<file path="src/design/ipdm_pkg.sv">
`timescale 1ns / 1ps
// ----------------------------------------------------------------------------
// ipdm_pkg
// Shared types, constants and helpers for the interpolating PDM modulator.
// ----------------------------------------------------------------------------
package ipdm_pkg;

  localparam int SAMPLE_W      = 16;
  localparam int LEVEL_W       = 22;
  localparam int PDM_W         = 64;
  localparam int RATIO_MAX     = 64;
  localparam int DEFAULT_RATIO = 64;
  localparam int DQ_W          = LEVEL_W + 1;
  localparam int DR_W          = $clog2(RATIO_MAX);
  localparam int ACC_W         = 32;

  typedef logic [LEVEL_W-1:0] level_t;

  typedef struct packed {
    level_t                  a;
    logic signed [DQ_W-1:0]  dq;
    logic [DR_W-1:0]         dr;
    logic                    eos;
  } job_t;

  typedef enum logic [1:0] {
    FE_IDLE,
    FE_DIV,
    FE_PUSH_INTERP,
    FE_PUSH_FLAT
  } fe_state_t;

  typedef enum logic [1:0] {
    BE_IDLE,
    BE_RUN,
    BE_HOLD
  } be_state_t;

  // offset binary, scaled by 64
  function automatic level_t level_of(input logic [SAMPLE_W-1:0] s);
    level_of = {~s[SAMPLE_W-1], s[SAMPLE_W-2:0], 6'b0};
  endfunction

endpackage

</file>
<file path="src/design/interpolating_pdm_modulator_core.sv">
`timescale 1ns / 1ps
// ----------------------------------------------------------------------------
// Words: R = UPSAMPLE_RATIO bits each; a lone last sample gives only its flat
//   end word, and any other last sample is followed by a flat end word.
// Rate: the modulator loop makes one bit per cycle while it runs, holding when
//   the output register is busy; the front end runs ahead via the job queue.
// Reset: synchronous active-low rst_n clears held sample, integrators,
//   quantizer, job queue and output valid; ready in the first cycle after.
// ----------------------------------------------------------------------------
// interpolating_pdm_modulator_core
// Linear interpolator feeding a second-order one-bit delta-sigma modulator,
// bits packed one word per sample interval.
// ----------------------------------------------------------------------------
module interpolating_pdm_modulator_core #(
  parameter int UPSAMPLE_RATIO = ipdm_pkg::DEFAULT_RATIO
) (
  input  logic                          clk,
  input  logic                          rst_n,
  input  logic                          in_tvalid,
  output logic                          in_tready,
  input  logic [ipdm_pkg::SAMPLE_W-1:0] in_tdata,   // [15:0] sample
  input  logic                          in_tlast,
  output logic                          out_tvalid,
  input  logic                          out_tready,
  output logic [ipdm_pkg::PDM_W-1:0]    out_tdata,  // [63:0] pdm_bits
  output logic                          out_tlast
);

  logic           push;
  logic           pop;
  logic           full;
  logic           empty;
  ipdm_pkg::job_t push_data;
  ipdm_pkg::job_t pop_data;

  ipdm_front #(
    .UPSAMPLE_RATIO(UPSAMPLE_RATIO)
  ) u_front (
    .clk       (clk),
    .rst_n     (rst_n),
    .in_tvalid (in_tvalid),
    .in_tready (in_tready),
    .in_tdata  (in_tdata),
    .in_tlast  (in_tlast),
    .push      (push),
    .push_data (push_data),
    .full      (full)
  );

  ipdm_job_fifo u_fifo (
    .clk       (clk),
    .rst_n     (rst_n),
    .push      (push),
    .push_data (push_data),
    .full      (full),
    .pop       (pop),
    .pop_data  (pop_data),
    .empty     (empty)
  );

  ipdm_back #(
    .UPSAMPLE_RATIO(UPSAMPLE_RATIO)
  ) u_back (
    .clk        (clk),
    .rst_n      (rst_n),
    .pop        (pop),
    .pop_data   (pop_data),
    .empty      (empty),
    .out_tvalid (out_tvalid),
    .out_tready (out_tready),
    .out_tdata  (out_tdata),
    .out_tlast  (out_tlast)
  );

endmodule

</file>
<file path="src/design/ipdm_job_fifo.sv">
`timescale 1ns / 1ps
// ----------------------------------------------------------------------------
// ipdm_job_fifo
// Two-entry job queue between the front and back ends.
// ----------------------------------------------------------------------------
module ipdm_job_fifo (
  input  logic          clk,
  input  logic          rst_n,
  input  logic          push,
  input  ipdm_pkg::job_t push_data,
  output logic          full,
  input  logic          pop,
  output ipdm_pkg::job_t pop_data,
  output logic          empty
);

  ipdm_pkg::job_t mem_r [2];
  logic       wr_ptr_r, wr_ptr_nxt;
  logic       rd_ptr_r, rd_ptr_nxt;
  logic [1:0] count_r, count_nxt;
  logic       do_push, do_pop;

  assign full     = (count_r == 2'd2);
  assign empty    = (count_r == 2'd0);
  assign do_push  = push && !full;
  assign do_pop   = pop && !empty;
  assign pop_data = mem_r[rd_ptr_r];

  always_comb begin
    wr_ptr_nxt = do_push ? ~wr_ptr_r : wr_ptr_r;
    rd_ptr_nxt = do_pop  ? ~rd_ptr_r : rd_ptr_r;
    count_nxt  = count_r + 2'(do_push) - 2'(do_pop);
  end

  always_ff @(posedge clk) begin
    if (!rst_n) begin
      wr_ptr_r <= 1'b0;
      rd_ptr_r <= 1'b0;
      count_r  <= 2'd0;
    end else begin
      wr_ptr_r <= wr_ptr_nxt;
      rd_ptr_r <= rd_ptr_nxt;
      count_r  <= count_nxt;
    end
  end

  always_ff @(posedge clk) begin
    if (do_push) begin
      mem_r[wr_ptr_r] <= push_data;
    end
  end

endmodule

</file>
<file path="src/design/ipdm_front.sv">
`timescale 1ns / 1ps
// ----------------------------------------------------------------------------
// ipdm_front
// Accepts samples, tracks the held sample and builds modulator jobs; the
// per-bit interpolation step (b - a) / R comes from a reciprocal multiply.
// ----------------------------------------------------------------------------
module ipdm_front #(
  parameter int UPSAMPLE_RATIO = ipdm_pkg::DEFAULT_RATIO
) (
  input  logic                          clk,
  input  logic                          rst_n,
  input  logic                          in_tvalid,
  output logic                          in_tready,
  input  logic [ipdm_pkg::SAMPLE_W-1:0] in_tdata,
  input  logic                          in_tlast,
  output logic                          push,
  output ipdm_pkg::job_t                push_data,
  input  logic                          full
);

  localparam int R_W   = $clog2(UPSAMPLE_RATIO);
  localparam int X_W   = ipdm_pkg::LEVEL_W + R_W + 1;
  localparam int K_SH  = X_W + R_W;
  localparam int M_W   = X_W + 1;
  localparam int P_W   = X_W + M_W;
  localparam longint MAGIC_L = ((longint'(1) << K_SH) + longint'(UPSAMPLE_RATIO) - 1) /
                               longint'(UPSAMPLE_RATIO);
  localparam logic [M_W-1:0] MAGIC  = M_W'(MAGIC_L);
  localparam logic [X_W-1:0] OFFSET = X_W'(UPSAMPLE_RATIO) << ipdm_pkg::LEVEL_W;
  localparam logic [X_W-1:0] RATIO  = X_W'(UPSAMPLE_RATIO);

  ipdm_pkg::fe_state_t state_r, state_nxt;
  logic [ipdm_pkg::SAMPLE_W-1:0] held_r, held_nxt;
  logic                          have_held_r, have_held_nxt;
  logic                          last_r, last_nxt;
  ipdm_pkg::level_t              a_r, a_nxt;
  ipdm_pkg::level_t              b_r, b_nxt;
  logic [X_W-1:0]                x_r, x_nxt;
  logic [ipdm_pkg::DQ_W-1:0]     quo_r, quo_nxt;
  logic [P_W-1:0]                prod;
  logic [X_W-1:0]                quo_mul;
  logic [X_W-1:0]                rem_full;
  ipdm_pkg::level_t              in_level;
  ipdm_pkg::level_t              held_level;

  always_comb begin
    state_nxt     = state_r;
    held_nxt      = held_r;
    have_held_nxt = have_held_r;
    last_nxt      = last_r;
    a_nxt         = a_r;
    b_nxt         = b_r;
    x_nxt         = x_r;
    quo_nxt       = quo_r;
    in_tready     = 1'b0;
    push          = 1'b0;
    in_level      = ipdm_pkg::level_of(in_tdata);
    held_level    = ipdm_pkg::level_of(held_r);
    prod          = P_W'(x_r) * P_W'(MAGIC);
    quo_mul       = X_W'(quo_r) * RATIO;
    rem_full      = x_r - quo_mul;
    push_data.a   = b_r;
    push_data.dq  = '0;
    push_data.dr  = '0;
    push_data.eos = 1'b1;

    unique case (state_r)
      ipdm_pkg::FE_IDLE: begin
        in_tready = 1'b1;
        if (in_tvalid) begin
          held_nxt      = in_tdata;
          have_held_nxt = !in_tlast;
          last_nxt      = in_tlast;
          a_nxt         = held_level;
          b_nxt         = in_level;
          if (have_held_r) begin
            x_nxt     = OFFSET + X_W'(in_level) - X_W'(held_level);
            state_nxt = ipdm_pkg::FE_DIV;
          end else if (in_tlast) begin
            state_nxt = ipdm_pkg::FE_PUSH_FLAT;
          end
        end
      end
      ipdm_pkg::FE_DIV: begin
        quo_nxt   = prod[K_SH +: ipdm_pkg::DQ_W];
        state_nxt = ipdm_pkg::FE_PUSH_INTERP;
      end
      ipdm_pkg::FE_PUSH_INTERP: begin
        push          = 1'b1;
        push_data.a   = a_r;
        // quotient carries a 2^22 bias; flipping its top bit removes it
        push_data.dq  = {~quo_r[ipdm_pkg::DQ_W-1], quo_r[ipdm_pkg::DQ_W-2:0]};
        push_data.dr  = ipdm_pkg::DR_W'(rem_full[R_W-1:0]);
        push_data.eos = 1'b0;
        if (!full) begin
          state_nxt = last_r ? ipdm_pkg::FE_PUSH_FLAT : ipdm_pkg::FE_IDLE;
        end
      end
      ipdm_pkg::FE_PUSH_FLAT: begin
        push = 1'b1;
        if (!full) begin
          state_nxt = ipdm_pkg::FE_IDLE;
        end
      end
      default: begin
        state_nxt = ipdm_pkg::FE_IDLE;
      end
    endcase
  end

  always_ff @(posedge clk) begin
    if (!rst_n) begin
      state_r     <= ipdm_pkg::FE_IDLE;
      held_r      <= '0;
      have_held_r <= 1'b0;
      last_r      <= 1'b0;
    end else begin
      state_r     <= state_nxt;
      held_r      <= held_nxt;
      have_held_r <= have_held_nxt;
      last_r      <= last_nxt;
    end
  end

  always_ff @(posedge clk) begin
    a_r   <= a_nxt;
    b_r   <= b_nxt;
    x_r   <= x_nxt;
    quo_r <= quo_nxt;
  end

endmodule

</file>
<file path="src/design/ipdm_back.sv">
`timescale 1ns / 1ps
// ----------------------------------------------------------------------------
// ipdm_back
// Second-order one-bit delta-sigma loop, one bit per cycle in BE_RUN, with the
// linear interpolator stepped alongside and an output register to the sink.
// ----------------------------------------------------------------------------
module ipdm_back #(
  parameter int UPSAMPLE_RATIO = ipdm_pkg::DEFAULT_RATIO
) (
  input  logic                       clk,
  input  logic                       rst_n,
  output logic                       pop,
  input  ipdm_pkg::job_t             pop_data,
  input  logic                       empty,
  output logic                       out_tvalid,
  input  logic                       out_tready,
  output logic [ipdm_pkg::PDM_W-1:0] out_tdata,
  output logic                       out_tlast
);

  localparam int R_W   = $clog2(UPSAMPLE_RATIO);
  localparam int REM_W = R_W + 1;
  localparam int SUM_W = ipdm_pkg::ACC_W + 2;
  localparam int V_W   = ipdm_pkg::LEVEL_W + 2;
  localparam logic [REM_W-1:0] DIVISOR = REM_W'(UPSAMPLE_RATIO);
  localparam logic [SUM_W-1:0] UNIT    = SUM_W'(1) << ipdm_pkg::LEVEL_W;

  ipdm_pkg::be_state_t state_r, state_nxt;
  logic signed [ipdm_pkg::ACC_W-1:0] inner_r, inner_nxt;
  logic signed [ipdm_pkg::ACC_W-1:0] outer_r, outer_nxt;
  logic                              q_r, q_nxt;
  ipdm_pkg::level_t                  v_r, v_nxt;
  logic [R_W-1:0]                    rem_r, rem_nxt;
  logic signed [ipdm_pkg::DQ_W-1:0]  dq_r, dq_nxt;
  logic [R_W-1:0]                    dr_r, dr_nxt;
  logic                              eos_r, eos_nxt;
  logic [R_W-1:0]                    cnt_r, cnt_nxt;
  logic [UPSAMPLE_RATIO-1:0]         sh_r, sh_nxt;
  logic                              ov_r, ov_nxt;
  logic [ipdm_pkg::PDM_W-1:0]        od_r, od_nxt;
  logic                              ol_r, ol_nxt;

  logic [SUM_W-1:0]                  fb;
  logic [SUM_W-1:0]                  inner_sum, outer_sum;
  logic signed [ipdm_pkg::ACC_W-1:0] inner_sat, outer_sat;
  logic                              bit_q;
  logic [REM_W-1:0]                  rem_sum, rem_sub;
  logic                              carry;
  logic [V_W-1:0]                    v_sum;
  logic                              out_free;

  function automatic logic signed [ipdm_pkg::ACC_W-1:0] sat(input logic [SUM_W-1:0] s);
    if (!s[SUM_W-1] && (s[SUM_W-2:ipdm_pkg::ACC_W-1] != '0)) begin
      sat = {1'b0, {(ipdm_pkg::ACC_W-1){1'b1}}};
    end else if (s[SUM_W-1] && (s[SUM_W-2:ipdm_pkg::ACC_W-1] != '1)) begin
      sat = {1'b1, {(ipdm_pkg::ACC_W-1){1'b0}}};
    end else begin
      sat = s[ipdm_pkg::ACC_W-1:0];
    end
  endfunction

  always_comb begin
    fb        = q_r ? UNIT : '0;
    inner_sum = SUM_W'(inner_r) + SUM_W'(v_r) - fb;
    inner_sat = sat(inner_sum);
    outer_sum = SUM_W'(outer_r) + SUM_W'(inner_sat) - fb;
    outer_sat = sat(outer_sum);
    bit_q     = !outer_sat[ipdm_pkg::ACC_W-1];
    rem_sum   = REM_W'(rem_r) + REM_W'(dr_r);
    rem_sub   = rem_sum - DIVISOR;
    carry     = (rem_sum >= DIVISOR);
    v_sum     = V_W'(v_r) + V_W'(dq_r) + V_W'(carry);
    out_free  = !ov_r || out_tready;
  end

  always_comb begin
    state_nxt = state_r;
    inner_nxt = inner_r;
    outer_nxt = outer_r;
    q_nxt     = q_r;
    v_nxt     = v_r;
    rem_nxt   = rem_r;
    dq_nxt    = dq_r;
    dr_nxt    = dr_r;
    eos_nxt   = eos_r;
    cnt_nxt   = cnt_r;
    sh_nxt    = sh_r;
    ov_nxt    = ov_r && !out_tready;
    od_nxt    = od_r;
    ol_nxt    = ol_r;
    pop       = 1'b0;

    unique case (state_r)
      ipdm_pkg::BE_IDLE: begin
        if (!empty) begin
          pop       = 1'b1;
          v_nxt     = pop_data.a;
          dq_nxt    = pop_data.dq;
          dr_nxt    = pop_data.dr[R_W-1:0];
          eos_nxt   = pop_data.eos;
          rem_nxt   = '0;
          cnt_nxt   = '0;
          state_nxt = ipdm_pkg::BE_RUN;
        end
      end
      ipdm_pkg::BE_RUN: begin
        inner_nxt = inner_sat;
        outer_nxt = outer_sat;
        q_nxt     = bit_q;
        sh_nxt    = {bit_q, sh_r[UPSAMPLE_RATIO-1:1]};
        v_nxt     = v_sum[ipdm_pkg::LEVEL_W-1:0];
        rem_nxt   = carry ? rem_sub[R_W-1:0] : rem_sum[R_W-1:0];
        cnt_nxt   = cnt_r + R_W'(1);
        if (cnt_r == R_W'(UPSAMPLE_RATIO - 1)) begin
          if (eos_r) begin
            inner_nxt = '0;
            outer_nxt = '0;
            q_nxt     = 1'b0;
          end
          if (out_free) begin
            ov_nxt    = 1'b1;
            od_nxt    = ipdm_pkg::PDM_W'(sh_nxt);
            ol_nxt    = eos_r;
            state_nxt = ipdm_pkg::BE_IDLE;
          end else begin
            state_nxt = ipdm_pkg::BE_HOLD;
          end
        end
      end
      ipdm_pkg::BE_HOLD: begin
        if (out_free) begin
          ov_nxt    = 1'b1;
          od_nxt    = ipdm_pkg::PDM_W'(sh_r);
          ol_nxt    = eos_r;
          state_nxt = ipdm_pkg::BE_IDLE;
        end
      end
      default: begin
        state_nxt = ipdm_pkg::BE_IDLE;
      end
    endcase
  end

  always_ff @(posedge clk) begin
    if (!rst_n) begin
      state_r <= ipdm_pkg::BE_IDLE;
      inner_r <= '0;
      outer_r <= '0;
      q_r     <= 1'b0;
      ov_r    <= 1'b0;
    end else begin
      state_r <= state_nxt;
      inner_r <= inner_nxt;
      outer_r <= outer_nxt;
      q_r     <= q_nxt;
      ov_r    <= ov_nxt;
    end
  end

  always_ff @(posedge clk) begin
    v_r   <= v_nxt;
    rem_r <= rem_nxt;
    dq_r  <= dq_nxt;
    dr_r  <= dr_nxt;
    eos_r <= eos_nxt;
    cnt_r <= cnt_nxt;
    sh_r  <= sh_nxt;
    od_r  <= od_nxt;
    ol_r  <= ol_nxt;
  end

  assign out_tvalid = ov_r;
  assign out_tdata  = od_r;
  assign out_tlast  = ol_r;

endmodule
</file>
<file path="config.mk">
export PLATFORM = sky130hd
export DESIGN_NAME = interpolating_pdm_modulator_core
export DESIGN_NICKNAME = d
export VERILOG_FILES = /design/src/design/ipdm_pkg.sv /design/src/design/interpolating_pdm_modulator_core.sv /design/src/design/ipdm_job_fifo.sv /design/src/design/ipdm_front.sv /design/src/design/ipdm_back.sv
export SDC_FILE = /design/constraint.sdc
export NUM_CORES = 1
export LEC_CHECK = 0
export BUFFER_PORTS_ARGS = -buffer_cell sky130_fd_sc_hd__buf_2
export CAP_MARGIN = 20
export CORE_ASPECT_RATIO = 1.25
export CORE_UTILIZATION = 60
export CTS_CLUSTER_SIZE = 8
export DETAILED_ROUTE_END_ITERATION = 10
export PLACE_DENSITY = 0.82
export SKIP_LAST_GASP = 1
export SLEW_MARGIN = 20
export SYNTH_ARGS = -nofsm -noshare
export SYNTH_HDL_FRONTEND = slang
export SYNTH_SLANG_ARGS = --single-unit
</file>
<file path="constraint.sdc">
create_clock -name clk -period 9.6 [get_ports clk]
set_clock_uncertainty 0.05 [all_clocks]
set_input_delay 2.4 -clock clk [delete_from_list [all_inputs] [get_ports clk]]
set_output_delay 2.4 -clock clk [all_outputs]
set_load 0.005 [all_outputs]
</file>
After elaboration in Yosys (flattened, before gate mapping) --
Memories as Yosys holds them, arrays and structs flattened. A register that Yosys moved wholly into a read port is not among the register bits. Cells that the tools add are included.
Storage, ports and cells: bits in registers 368, bits in latches 0, RAM bits 104, ROM bits 0, input bits 21, output and inout port bits 67, logic and storage cells 144, memories 1
Operators by class: $add $sub $neg 14, multipliers 0, divide/modulo/power cells 0, magnitude comparators 1, eq/ne operators 17, shifts and indexed selects 0, multiplexer cells 48, bitwise operators 6, reductions and logical operators 32
Memory list:
- u_fifo.mem_r | depth 2, width 52, read ports 1, clocked after memory_dff 1, wr ports 1, line ipdm_job_fifo.sv:17 | ipdm_pkg::job_t mem_r [2];
Operators by type and width (count):
- 32-bit 2-to-1 mux | 8
- 64-bit 2-to-1 mux | 3
- 64-bit one-hot mux with 2 select lines | 1
- 34-bit subtractor | 2
- 52-bit 2-to-1 mux | 1
- 22-bit one-hot mux with 2 select lines | 1
- 32-bit by 23-bit adder with 33-bit output | 1
- 32-bit by 32-bit adder with 33-bit output | 1
- 29-bit by 22-bit adder with 29-bit output (first input constant) | 1
- 29-bit by 22-bit subtractor with 29-bit output | 1
- 6-bit one-hot mux with 2 select lines | 2
- 23-bit 2-to-1 mux | 1
- 22-bit by 1-bit adder with 22-bit output | 1
- 22-bit adder | 1
- 22-bit 2-to-1 mux | 1
- 2-bit 2-to-1 mux | 10
- 1-bit 2-to-1 mux | 14
- 6-bit 2-to-1 mux | 2
- 2-bit inequality test (second input constant) | 6
- 6-bit by 1-bit subtractor with 6-bit output (second input constant) | 2
- 2-bit equality test (second input constant) | 4
- 1-bit zero test | 8
- 2-bit one-hot mux with 4 select lines | 1
- 2-bit AND reduction | 4
- other kinds (19) | 41

Logic depth before layout (Yosys ltp) --
Gate-level depths: netlist of the first run.
depth in word-level cells 16, mapped depth 37, depth with buffers taken out 34

Cells and area by module --
A second synthesis of the first run with hierarchy kept.
Unflattened totals: cells, all modules 2016, area total of the unflattened synthesis 24015.5 um2
Modules (own cells, without submodules):
- ipdm_back | instances 1, cells each 1434, area an instance 15329.7 um2, seq. area each 7126.8 um2
- ipdm_front | instances 1, cells each 393, area an instance 4444.3 um2, seq. area each 2742.6 um2
- ipdm_job_fifo | instances 1, cells each 189, area an instance 4241.6 um2, seq. area each 3223.1 um2

Least setup slack after synthesis of the first run --
No wires, ideal clock.
path kind register -> register, start point register u_back.v_r[11], end point register u_back.outer_r[10] (netlist name), library setup time 0.122 ns, arrival 6.769 ns, data required time 9.428 ns, path slack 2.659 ns, stages on the path, launching flop included 36, path buffers 4, clock period less this slack 6.941 ns, path through edfxtp_1 ha_1 buf_6 a21o_1 o311a_1 o31a_1 o31ai_4 nand2_1 xnor2_1 ha_1 nand2b_1 a21oi_1 mux2_4 and2_4 a221o_1 clkbuf_1 o21ai_0 ha_1 fa_1 a21oi_1 nand4b_1 a21oi_1 o21ai_1 o41ai_1 xnor2_1 ha_1 ha_1 inv_1 a31oi_1 nor4b_2 and3b_1 o211a_1 and2_1 buf_6 buf_6 a221o_1
On the way: word-level cells in the longest chain between the ends 14, elaborated cells between the ends (all ways) 20, classes of those cells add/sub: 4; eq/ne: 2; mux: 6; reduce/logical: 8
RTL lines:
- start, declared | line ipdm_back.sv:32 | ipdm_pkg::level_t v_r, v_nxt;
- start signal, assigned | line ipdm_back.sv:161 | v_r <= v_nxt;
- 32-bit by 23-bit adder with 33-bit output (*) | line ipdm_back.sv:64 | inner_sum = SUM_W'(inner_r) + SUM_W'(v_r) - fb;
- 34-bit subtractor (*) | line ipdm_back.sv:64
- 2-bit inequality test | line ipdm_back.sv:55 | end else if (s[SUM_W-1] && (s[SUM_W-2:ipdm_pkg::ACC_W-1] != '1)) begin
- 1-bit logical AND | line ipdm_back.sv:55
- 32-bit 2-to-1 mux | line ipdm_back.sv:55
- 32-bit 2-to-1 mux (*) | line ipdm_back.sv:53 | if (!s[SUM_W-1] && (s[SUM_W-2:ipdm_pkg::ACC_W-1] != '0)) begin
- 32-bit by 32-bit adder with 33-bit output (*) | line ipdm_back.sv:66 | outer_sum = SUM_W'(outer_r) + SUM_W'(inner_sat) - fb;
- 34-bit subtractor (*) | line ipdm_back.sv:66
- 2-bit inequality test | line ipdm_back.sv:55
- 1-bit logical AND | line ipdm_back.sv:55
- 32-bit 2-to-1 mux | line ipdm_back.sv:55
- 32-bit 2-to-1 mux (*) | line ipdm_back.sv:53
- 32-bit 2-to-1 mux | line ipdm_back.sv:115 | if (eos_r) begin
- 32-bit 2-to-1 mux (*) | line ipdm_back.sv:114 | if (cnt_r == R_W'(UPSAMPLE_RATIO - 1)) begin
- end signal, assigned | line ipdm_back.sv:154 | outer_r <= outer_nxt;
- end, declared | line ipdm_back.sv:30 | logic signed [ipdm_pkg::ACC_W-1:0] outer_r, outer_nxt;
Mark *: on every way between the ends. The rest lies on a longest branch, timed or not. A chain may end at the register's enable or synchronous reset.

Worst setup path after layout of the first run --
start point register u_back.v_r[7], end point register u_back.outer_r[30] (netlist name)
Same word-level chain as after synthesis.

==> results of run 1 <==
## sequential cells by signal, summed over array words and instances (netlist names), named ones only
| signal | flops |
|---|---|
| u_back.cnt_r | 6 |
| u_back.dq_r | 22 |
| u_back.eos_r | 1 |
| u_back.inner_r | 32 |
| u_back.out_tdata | 64 |
| u_back.out_tlast | 1 |
| u_back.out_tvalid | 1 |
| u_back.outer_r | 32 |
| u_back.q_r | 1 |
| u_back.sh_r | 64 |
| u_back.state_r | 2 |
| u_back.v_r | 22 |
| u_fifo.count_r | 2 |
| u_fifo.mem_r | 78 |
| u_fifo.rd_ptr_r | 1 |
| u_fifo.wr_ptr_r | 1 |
| u_front.a_r | 16 |
| u_front.b_r | 16 |
| u_front.have_held_r | 1 |
| u_front.held_r | 16 |
| u_front.last_r | 1 |
| u_front.quo_r | 22 |
| u_front.state_r | 2 |
| u_front.x_r | 22 |
## metal layers
metal / share of wire (%) / vias to the layer above
li1: - / 6648
met1: 40 / 6745
met2: 52 / 369
met3: 4.0 / 103
met4: 3.4 / 0
met5: 0 / -
## cell usage in the layout (no fill, tap or decap), types with 6 or more instances in the layout
cell type,synthesis,layout
o21bai_1,11,11
nor3_1,26,26
a21o_1,29,29
a211o_1,6,6
mux2_2,105,105
clkbuf_1,42,48
nand3_1,35,35
nor2_1,82,80
inv_1,65,64
a211oi_1,12,12
dfxtp_1,93,92
a21boi_0,23,23
ha_1,105,103
clkbuf_16,0,59
xor2_1,31,31
o21a_1,21,21
a21oi_1,86,86
mux2i_1,12,12
and2_1,41,41
nor2b_1,21,18
buf_2,4,87
nand2_1,136,136
nand2b_1,17,17
a221o_1,29,29
xnor2_1,57,57
buf_4,4,12
o21ai_0,91,90
edfxtp_1,334,334
a31oi_1,11,11
or3_1,9,9
nand4_1,11,11
o211ai_1,21,21
o211ai_2,16,16
and3_1,13,12
## kinds of logic after synthesis
logic type / synth area share [%]
flip-flops: 56.83
AND/OR/NAND/NOR: 9.883
AO/OA/AOI/OAI: 14.03
buffers and inverters: 2.714
multiplexers: 6.296
adder cells (fa/ha/maj): 6.565
XOR/XNOR: 3.683
## power by group through the flow
stage          logic [uW]  clock network (uW)  registers, uW
6_report             4140                1910           2810
5_1_grt              4600                2020           2850
4_1_cts              4120                1930           2800
3_5_place_dp         4080                   0           2820
3_3_place_gp         3970                   0           2810
2_1_floorplan        3150                   0           2770
## cell type report
cell class | instances | area (um^2)
inverters | 66 | 247.7
flip-flops and latches | 427 | 11890
repair buffers | 102 | 584.3
clock buffers | 107 | 1657
well taps | 468 | 585.6
multi-input cells | 1155 | 8524
clock inverters | 3 | 51.30
fillers | 2435 | 10880
## worst max-delay path, delay by kind of cell (launching register included)
kind	cells	cell delay, ns
AOI/OAI and AO/OA	16	4.88
adders and majority gates	4	1.28
and+or+nand+nor	6	1.26
DFF	1	0.40
muxes	1	0.20
xor gates and xnor gates	1	0.15
## worst paths after layout
kind | startpoint | slack [ns] | to | cells past startpoint
worst max-delay path | u_back.v_r[7]$_DFFE_PP_ | 1.26 | u_back.outer_r[30]$_SDFFE_PN0P_ | 28
worst min-delay path | u_front.x_r[7]$_DFFE_PP_ | 0.36 | u_front.quo_r[1]$_DFFE_PP_ | 0
worst max register to register | u_back.v_r[7]$_DFFE_PP_ | 1.26 | u_back.outer_r[30]$_SDFFE_PN0P_ | 28
worst min register to register | u_front.x_r[7]$_DFFE_PP_ | 0.36 | u_front.quo_r[1]$_DFFE_PP_ | 0
## metrics by stage
stage / worst slack (ns) / cell area, um^2 / util, % / cells
2_1_floorplan: 2.660 / 20930 / - / 1714
3_3_place_gp: 1.679 / 21780 / 63.27 / 2216
3_5_place_dp: 1.380 / 21810 / 63.35 / 2217
4_1_cts: 1.330 / 23510 / 68.31 / 2327
5_1_grt: 0.4284 / 23540 / 68.39 / 2328
6_report: 1.261 / 23540 / 68.39 / 2328
==> results, run 1 <==
- The flow ran to the end, and the final reports show no timing, DRC or antenna violations.
- The master cell of the clock root buffer is clkbuf_16.
- The area growth from synthesis to layout is 12.50%.
- The net count reported at finish is 1940.
- The count of max-cap constraint violations is 0.
- The biggest area contributor in the post-synthesis netlist is edfxtp_1.
- The cell-internal power is 5333 uW.
- The number of gates resized after CTS was 0.
- The die covers 0.03563 mm^2.
- The layer with the highest usage after global routing is met2.
- The floorplan step set the die height to 210.8 um.
- The longest clock path from root to sink contains 3 buffers.
- The register share of total power is 31.7%.
- The initial antenna violation count is 0.
- The net count of the mapped netlist is 1843.
- The switching share of power is 39.77%.
- The Yosys step of the flow raised 0 warnings.
- Each instance of the synthesized netlist takes up on average 12.21 um^2.
- TritonCTS created 59 clock buffers.
- The tightest hold path in the finished design has a slack of 0.3644 ns.
- In the routed design, unresolved DRC markers number 0.
- The number of standard cells after synthesis is 1714.
- The worst-path maximum fanout is 27.
- The first global-routing pass estimated 69730 um of wire.
- The number of placement rows is 76.
- The post-CTS clock slew at the launch and capture registers of the worst setup and hold paths is 0.05 ns.
- The worst-case IR drop observed on VDD is 0.0002137 V.
- The number of failing hold endpoints at the final stage was 0.
- In this run the power density over the cells is 376.1 mW/mm^2.
- For the final routed database, the setup TNS stands at 0 ns.
- The fraction of power consumed by the clock network is 21.6%.
- The placer's final routability congestion estimate is 0.9454.
- The number of antenna repair diodes is 0.
- The clock tree from TritonCTS is built.
- The met1 usage in global routing is 28.30%.
- The detailed-route wire length is 43210 um.
- Counting flops with an async set or reset pin after synthesis yields a share of 0%.
- The global-route congestion overflow total is 0.
- Global routing used 24.32% of the available tracks across all layers.
- The top-level I/O count is 88.
- Data on the critical path arrives at its endpoint at 8.81 ns.
- Sorting the synthesized cells by how often they occur yields 334 x edfxtp_1, 136 x nand2_1, 105 x ha_1, 105 x mux2_2, 93 x dfxtp_1.
- The pin slew with the least headroom to its limit is 1.002 ns.
- The leakage power summed over all cells is 0.008732 uW.
- The post-route fraction of the period consumed by the critical path is 86.86%.
- In this run the remaining antenna-violating nets after routing total 0.
- The most frequent cell after synthesis is edfxtp_1.
- The routed via count is 13870.
- Once the clock tree was built, the setup fixing pass inserted 0 buffers.
- The clock tree synthesis step divided the H-tree into 2 levels.
- After synthesis, the cell types taking the most area are edfxtp_1 48%, dfxtp_1 8.9%, ha_1 6.3%.
- The final max-slew violation count is 0.
- In this run, synthesis inferred 334 flip-flops with an integrated enable.
- For this run, the top clock speed supported by timing is 119.9 MHz.
- The fraction of layout instances using a drive strength above 1 is 16.88%.
- Summed over all nets, the half-perimeter wirelength after detailed placement is 28120 um.
- The completed layout was analyzed and its total power is 8855 uW.
- In the routed layout, each cell is associated on average with a via count of 5.956.
- The most used flip-flop cell after synthesis is edfxtp_1.
- The setup path with the least slack is of type flip-flop to flip-flop.
- Setup violations remaining at the end of the flow were counted as 0.
- The switching power of the nets is 3522 uW.
- Of the synthesized area, sequential elements account for 56.83%.
- After synthesis the cells add up to 0.02093 mm^2.
- The initial cell density of the core is 60.79%.
- The path class of the tightest hold or removal check is flip-flop to flip-flop.
- The smallest clock period supported by the final layout is computed as 8.339 ns.
- The count of routing violations after the opening detailed-route iteration is 1000.
- In this design, the stage delay of the slowest critical-path cell is 0.85 ns.
- In this run the horizontal extent of the chip is 169.0 um.
- The met2 global-route usage is 44.84%.
- Entering global routing, the biggest net connects 99 pins.
- The worst-case headroom to the max-slew limit is 33.19%.
- Buffers inserted to repair hold after CTS numbered 0.
- The latest clock arrival within the worst-skew pair is 0.59 ns.
- The kind of capture point of the worst setup path is a flip-flop.
- For this design, the slowest cell found on the critical path is o211a_1.
- The area share of the largest cell type after synthesis is 47.93%.
- The core region is 0.03442 mm^2.
- The via count of the first global-routing pass came to 14140.
- The tree built by TritonCTS fans out to 427 sinks.
- After synthesis, the netlist uses 80 different library cells.
- The register bit total from synthesis is 427.
- Before antenna repair, the detailed router went through 6 iterations.
- After detailed routing, the average wire length per cell comes to 18.56 um.
- The count of input and output buffers is 87.
- The nature of the critical path startpoint is a flip-flop.
- Combinational logic burns 46.7% of the power.
- Global routing used 3.691% of the available met3 tracks.
- At the worst endpoint, the required time is 10.08 ns.
- Setup repair after global routing left no endpoint under its margin.
No activity file was read; power rests on OpenSTA's default activity.
==> run 2, diff against run 1 <==
--- a/config.mk
+++ b/config.mk
@@ -12,6 +12,8 @@
 export CTS_CLUSTER_SIZE = 8
 export DETAILED_ROUTE_END_ITERATION = 10
 export PLACE_DENSITY = 0.82
+export REMOVE_ABC_BUFFERS = 1
+export SETUP_SLACK_MARGIN = 0.05
 export SKIP_LAST_GASP = 1
 export SLEW_MARGIN = 20
 export SYNTH_ARGS = -nofsm -noshare
==> constraint.sdc (replaced) <==
create_clock -name clk -period 7.9 [get_ports clk]
set_clock_uncertainty 0.05 [all_clocks]
set_input_delay 1.975 -clock clk [delete_from_list [all_inputs] [get_ports clk]]
set_output_delay 1.975 -clock clk [all_outputs]
set_load 0.005 [all_outputs]
==> run 2 against run 1 <==
  * Hold slack improved by 0.00080 ns
  * Critical endpoint is now u_back.outer_r[11]$_SDFFE_PN0P_
  * Register-to-register slack lost 0.79 ns
  * Total power grew 23%
  * Maximum frequency is 12% higher
  * Cell area rose by 0.57%
  * Highest routed layer unchanged
  * Largest power group unchanged
  * Sequential power up 22%
==> results, run 2 (synthesis gave the netlist of run 1 again) <==
- The largest stage delay on the critical path is 0.43 ns.
- The final number of setup-violating endpoints is 0.
- After clock tree synthesis, the clock-pin slew on the worst setup and hold paths is 0.05 ns.
- The number of placed instances, taps included is 2221.
- The number of failing hold endpoints at the final stage is 0.
- The top-level I/O count is 88.
- The via count of the first global-routing pass is 14260.
- In this run the tool buffered the top-level ports with 87 buffer cells.
- The initial antenna violation count is 0.
- The number of standard cells in the layout, taps in and fillers out is 2336.
- The minimum clock period is 7.427 ns.
- The area growth from synthesis to layout is 13.14%.
- 0 antenna diodes ended up in the layout.
- The placer's final routability congestion estimate is 0.9242.
- The cell depth of the worst min-delay path is 0.
- The worst path required time is 8.32 ns.
- The detailed-route wire length per cell is 18.75 um.
- The residual antenna-violating net count after detailed routing is 0.
- The final max-slew violation count came to 0.
- The floorplan has 76 rows.
- The quantity of hold-fixing buffers added after cts is 0.
- The post-detailed-route DRC marker count is 0.
- The worst setup path is launched from a flip-flop.
- The floorplan step defined a die boundary enclosing 0.03563 mm^2.
- The routed design has 43800 um of wire.
- The final setup TNS is 0 ns.
- By startpoint and endpoint, the worst setup path is classified as flip-flop to flip-flop.
- The kind of capture point of the worst setup path is a flip-flop.
- The most common cell after layout, fill and taps aside is edfxtp_1.
- The fill cell instance count of the final layout is 2365.
- The first routing iteration left 717 violations.
- The latest clock arrival within the worst-skew pair is 0.60 ns.
- Across all layers, the routed design uses 13940 vias.
- Global routing finished with a remaining overflow of 0.
- For this design the ratio of total power to cell area is 461.2 mW/mm^2.
- The register with the most flip-flops is u_fifo.mem_r.
- The slowest stage of the critical path belongs to the cell a21oi_2.
- Data arrives at the worst endpoint at 7.85 ns.
- Dividing the detail-routed via count by the number of cells gives 5.967.
- The fraction of layout instances using a drive strength above 1 is 17.56%.
- The pin slew with the least headroom to its limit is 1.131 ns.
- The clock tree from TritonCTS is built.
- The worst-case headroom to the max-slew limit is 24.27%.
- The pin count of the biggest net entering global routing is 69.
- Setup repair after global routing left no endpoint under its margin.
- The master cell of the clock root buffer is clkbuf_16.
- In this run the deepest clock path goes through 3 buffers.
- The TritonCTS buffer count is 59.
- Clock tree synthesis found a total of 427 sinks.
- The die is 210.8 um tall.
- In this run the standard cell core region covers 0.03442 mm^2.
- Summing all flip-flop and latch instances after layout gives 0.01189 mm^2.
- The number of flip-flops in the largest register is 78.
- The worst-case reg-to-reg path depth is 33.
- The number of levels the H-tree was split into is 2.
- The min-delay analysis places its worst path in the category flip-flop to flip-flop.
- The first detailed-routing pass took 5 iterations.
- The flow ran to the end, and the final reports show no timing, DRC or antenna violations.
- The top achievable clock speed is 134.6 MHz.
- The analysis attributes to cell leakage a power of 0.008781 uW.
- In the global route stage, overall resource usage came out at 24.66%.
- The top cell types in the final layout, fill and taps aside, are 334 x edfxtp_1, 136 x nand2_1, 105 x mux2_2, 102 x ha_1, 92 x dfxtp_1.
- In the finished design, the share of the clock period the worst path needs comes to 94.01%.
- In this run the worst path has a maximum fanout of 33.
- Across the run, the number of max-cap violations was 0.
- The multi-input combinational cells in the finished layout cover a total of 0.008552 mm^2.
- The HPWL after detailed placement is 28590 um.
- The global-route wire length before repair is 70030 um.
- The initial cell density of the core is 60.79%.
- The x dimension of the die is 169.0 um.
- The net count reported at finish is 1947.
- The flop-to-flop setup slack is 0.47 ns.
- The worst voltage drop across the vdd grid is 0.0002284 V.
==> run 2: area by class of cell <==
cell class              instances  share of cell area (%)
repair buffers                109                   2.833
clock buffers                 107                   6.997
well taps                     468                   2.473
inverters                      66                   1.046
clock inverters                 4                  0.3012
multi-input cells            1155                   36.12
flip-flops and latches        427                   50.23
==> run 2: through the flow <==
| stage | instance area, um^2 | setup slack (ns) | hold WS, ns | utilization (%) | total power, uW |
|---|---|---|---|---|---|
| after CTS | 23550 | 0.1683 | 0.3663 | 68.40 | 10860 |
| after floorplan | 20610 | 0.7320 | 0.3503 | - | 7128 |
| after global routing | 23680 | 0.03705 | 0.3665 | 68.78 | 11630 |
| after global placement | 21820 | 0.5297 | 0.3521 | 63.38 | 8266 |
| final | 23680 | 0.4733 | 0.3652 | 68.78 | 10920 |
| after detailed placement | 21820 | 0.2219 | 0.3545 | 63.38 | 8445 |
==> run 2: where the power goes <==
| group | internal, uW | switching (uW) | total [uW] | leakage [uW] |
|---|---|---|---|---|
| Combinational | 2010 | 3150 | 5160 | 0.00417 |
| Clock | 1400 | 937 | 2340 | 0.000816 |
| Sequential | 3130 | 289 | 3420 | 0.00380 |
| Total | 6540 | 4380 | 10900 | 0.00878 |
==> run 2: final timing paths <==
kind                                from                               to
max reg2reg  u_back.v_r[0]$_SDFFCE_PN0P_  u_back.outer_r[11]$_SDFFE_PN0P_
min             u_front.x_r[7]$_DFFE_PP_       u_front.quo_r[1]$_DFFE_PP_
max          u_back.v_r[0]$_SDFFCE_PN0P_  u_back.outer_r[11]$_SDFFE_PN0P_
min reg2reg     u_front.x_r[7]$_DFFE_PP_       u_front.quo_r[1]$_DFFE_PP_
==> run 2: what timing repair did <==
action	4_1_cts	5_1_grt
hold endpoints to repair	0	0
endpoints found under the setup margin	0	35
buffers inserted	0	1
resized for setup	0	13
==> run 2: worst max-delay path: cells and delay by family (launching register included) <==
family / cells / cell delay (ns)
XOR/XNOR: 1 / 0.10
buffers and inverters: 5 / 0.70
multiplexers: 1 / 0.39
flip-flops: 1 / 0.36
AO/OA/AOI/OAI: 14 / 2.97
AND/OR/NAND/NOR: 6 / 1.23
adder cells (fa/ha/maj): 6 / 1.49
==> run 2: per-layer routing <==
| layer | part of all wire [%] | track usage [%] | vias to the layer above |
|---|---|---|---|
| met5 | 0 | 0 | - |
| met4 | 4.4 | 11.80 | 0 |
| met3 | 4.2 | 3.485 | 146 |
| met2 | 52 | 46.04 | 370 |
| met1 | 39 | 27.46 | 6760 |
| li1 | - | - | 6662 |
==> run 3, diff against run 2 <==
--- a/config.mk
+++ b/config.mk
@@ -9,9 +9,9 @@
 export CAP_MARGIN = 20
 export CORE_ASPECT_RATIO = 1.25
 export CORE_UTILIZATION = 60
-export CTS_CLUSTER_SIZE = 8
+export CTS_CLUSTER_SIZE = 28
 export DETAILED_ROUTE_END_ITERATION = 10
-export PLACE_DENSITY = 0.82
+export PLACE_DENSITY = 0.88
 export REMOVE_ABC_BUFFERS = 1
 export SETUP_SLACK_MARGIN = 0.05
 export SKIP_LAST_GASP = 1
==> run 3 against run 2 <==
  * Final cell count is 1.2% lower
  * Via count is 0.55% lower
  * Setup slack better by 0.088 ns
  * Total power is 2.8% lower
  * Hold slack better by 0.00054 ns
  * Core utilization is 0.90 points lower
  * Non-clock buffer count is 5 higher
  * Die area stayed put
  * Global-route usage is 0.092 points higher
  * First-iteration DRC count is 31% higher
  * Critical path type unchanged
==> results, run 3 (synthesis gave the netlist of run 1 again) <==
- Dividing the final minimum period by the clock period gives 92.90%.
- The path class of the tightest hold or removal check is flip-flop to flip-flop.
- The number of optimization iterations in the first detailed-route pass is 7.
- The worst voltage drop across the vdd grid is 0.0002457 V.
- The placer's final routability congestion estimate is 0.9436.
- The via count of the first global-routing pass was 13950.
- Headroom to the max-slew limit came out at 31.44%.
- After detailed routing, the average wire length per cell comes to 18.98 um.
- TritonCTS built the clock tree.
- Once detail routing completed, the nets flagged for antenna violations numbered 0.
- The top-level I/O count is 88.
- Adding up every negative setup slack in the final design gives 0 ns.
- The number of failing hold endpoints at the final stage was 0.
- The initial antenna violation count is 0.
- The worst hold path passes through 0 cells.
- The number of buffers between clock root and the deepest sink is 3.
- For hold timing, the worst endpoint is u_front.quo_r[14]$_DFFE_PP_.
- The worst-case reg-to-reg path depth is 29.
- The final number of setup-violating endpoints is 0.
- In the layout the commonest cells are 334 x edfxtp_1, 136 x nand2_1, 105 x mux2_2, 99 x ha_1, 92 x dfxtp_1.
- The fraction of layout instances using a drive strength above 1 is 18.43%.
- The register with the most flip-flops in the layout has 78 of them.
- The worst register-to-register path begins at u_back.v_r[11]$_DFFE_PP_.
- The cell sitting at the root of the clock tree is a clkbuf_16.
- STA puts the critical path data required time at 8.29 ns.
- The routed layout has 13860 vias.
- The most common cell after layout, fill and taps aside is edfxtp_1.
- In the final design database the tool counted 1935 nets.
- The setup path with the least slack is of type flip-flop to flip-flop.
- The fill cell instance count of the final layout is 2366.
- The leakage power summed over all cells is 0.008628 uW.
- The routed design could run at a clock period as short as 7.339 ns.
- The final-layout worst hold slack is 0.3658 ns.
- The chip height is 210.8 um.
- The number of clock sinks is 427.
- In the global route stage, overall resource usage came out at 24.75%.
- The clock tree synthesis step divided the H-tree into 2 levels.
- In this run the most critical hold path is launched from u_front.x_r[20]$_DFFE_PP_.
- The pin slew with the least headroom to its limit is 1.028 ns.
- The area growth from synthesis to layout is 11.66%.
- The global-route congestion overflow total is 0.
- The count of input and output buffers is 87.
- The power density over the cells is 454.1 mW/mm^2.
- The top achievable clock speed is 136.3 MHz.
- Setup repair after global routing left no endpoint under its margin.
- The total non-filler cell area in the finished layout is 0.02337 mm^2.
- The register with the most flip-flops is u_fifo.mem_r.
- The first global-routing pass estimated 70350 um of wire.
- After clock tree synthesis, the clock-pin slew on the worst setup and hold paths is 0.06 ns.
- The slowest cell on the critical path is edfxtp_1.
- After detailed routing, the total wire length is 43800 um.
- The worst reg2reg path endpoint is u_back.outer_r[19]$_SDFFE_PN0P_.
- The latest clock arrival within the worst-skew pair is 0.56 ns.
- The kind of capture point of the worst setup path is a flip-flop.
- The flow ran to the end, and the final reports show no timing, DRC or antenna violations.
- The die covers 0.03563 mm^2.
- On the worst path, the slowest cell contributes a delay of 0.40 ns.
- The cell area after placement is 0.02183 mm^2.
- The initial cell density of the core is 60.79%.
- After detailed routing, the number of remaining DRC violations is 0.
- The worst-path maximum fanout is 33.
- Before CTS, the worst setup slack after placement is 0.2543 ns.
- Dividing the detail-routed via count by the number of cells gives 6.006.
- After floorplanning, the core was sized to cover 0.03442 mm^2.
- The detailed-placement wirelength estimate is 29620 um.
- In this run the core area contains 76 standard-cell rows.
- The pin count of the biggest net entering global routing is 68.
- The dominant cell type by count on the critical path is ha_1.
- At the end of the flow the core is filled with cells to 67.88%.
- In this run the register-to-register setup slack is 0.56 ns.
- From left edge to right edge, the die measures 169.0 um.
- The number of clock buffers added by TritonCTS is 42.
- The final max-slew violation count is 0.
- Data on the critical path arrives at its endpoint at 7.73 ns.
- The final worst setup slack is 0.5609 ns.
- The worst setup path is launched from a flip-flop.
- For this block, the initial DRC count from the detailed router was 938.
- Across the run, the number of max-cap violations was 0.
- The quantity of hold-fixing buffers added after cts is 0.
-- run 3: stage by stage --
step | total power, uW | instances
5_1_grt | 11270 | 2307
6_report | 10610 | 2308
3_5_place_dp | 8458 | 2224
2_1_floorplan | 7128 | 1648
4_1_cts | 10500 | 2301
3_3_place_gp | 8265 | 2224
-- run 3: worst max-delay path by stage --
stage,cells after the start,from,slack (ns),end
detailed placement,34,u_back.v_r[8]$_DFFE_PP_,0.25,u_back.outer_r[19]$_SDFFE_PN0P_
finish,29,u_back.v_r[11]$_DFFE_PP_,0.56,u_back.outer_r[19]$_SDFFE_PN0P_
floorplan,32,u_back.v_r[7]$_DFFE_PP_,0.73,u_back.outer_r[30]$_SDFFE_PN0P_
CTS,34,u_back.v_r[8]$_DFFE_PP_,0.18,u_back.outer_r[19]$_SDFFE_PN0P_
global placement,34,u_back.v_r[7]$_DFFE_PP_,0.52,u_back.outer_r[15]$_SDFFE_PN0P_
global route,36,u_back.v_r[0]$_SDFFCE_PN0P_,0.05,u_back.outer_r[2]$_SDFFE_PN0P_
-- run 3: final cells by class --
class	count	area (um^2)	area share [%]
Timing Repair Buffer	114	674.4	2.886
Sequential cell	427	11890	50.90
Antenna cell	1	2.502	0.01071
Clock inverter	27	237.7	1.017
Clock buffer	50	1132	4.846
Inverter	66	247.7	1.060
Tap cell	468	585.6	2.506
Multi-Input combinational cell	1155	8593	36.78
-- run 3: worst max-delay path: cells and delay by family (launching register included) --
kind,cells,cell delay (ns)
and+or+nand+nor,6,1.02
buffers and inverters,3,0.58
AOI/OAI and AO/OA,14,3.55
adders and majority gates,3,0.95
DFF,1,0.40
muxes,1,0.32
xor gates and xnor gates,2,0.33
-- run 3: layer usage --
layer / vias up / wire [um] / track usage [%]
li1: 6632 / - / -
met1: 6741 / 17230 / 28.50
met2: 385 / 23370 / 46.25
met3: 103 / 1690 / 3.223
met4: 0 / 1509 / 9.941
met5: - / 0 / 0
-- run 3: power breakdown --
group,internal (uW),switching [uW]
Sequential,3130,286
Clock,1130,857
Combinational,2030,3180
-- run 3: timing repair --
action	in CTS	in global routing
buffers inserted	0	4
setup endpoints to repair	0	35
resized for setup	0	18
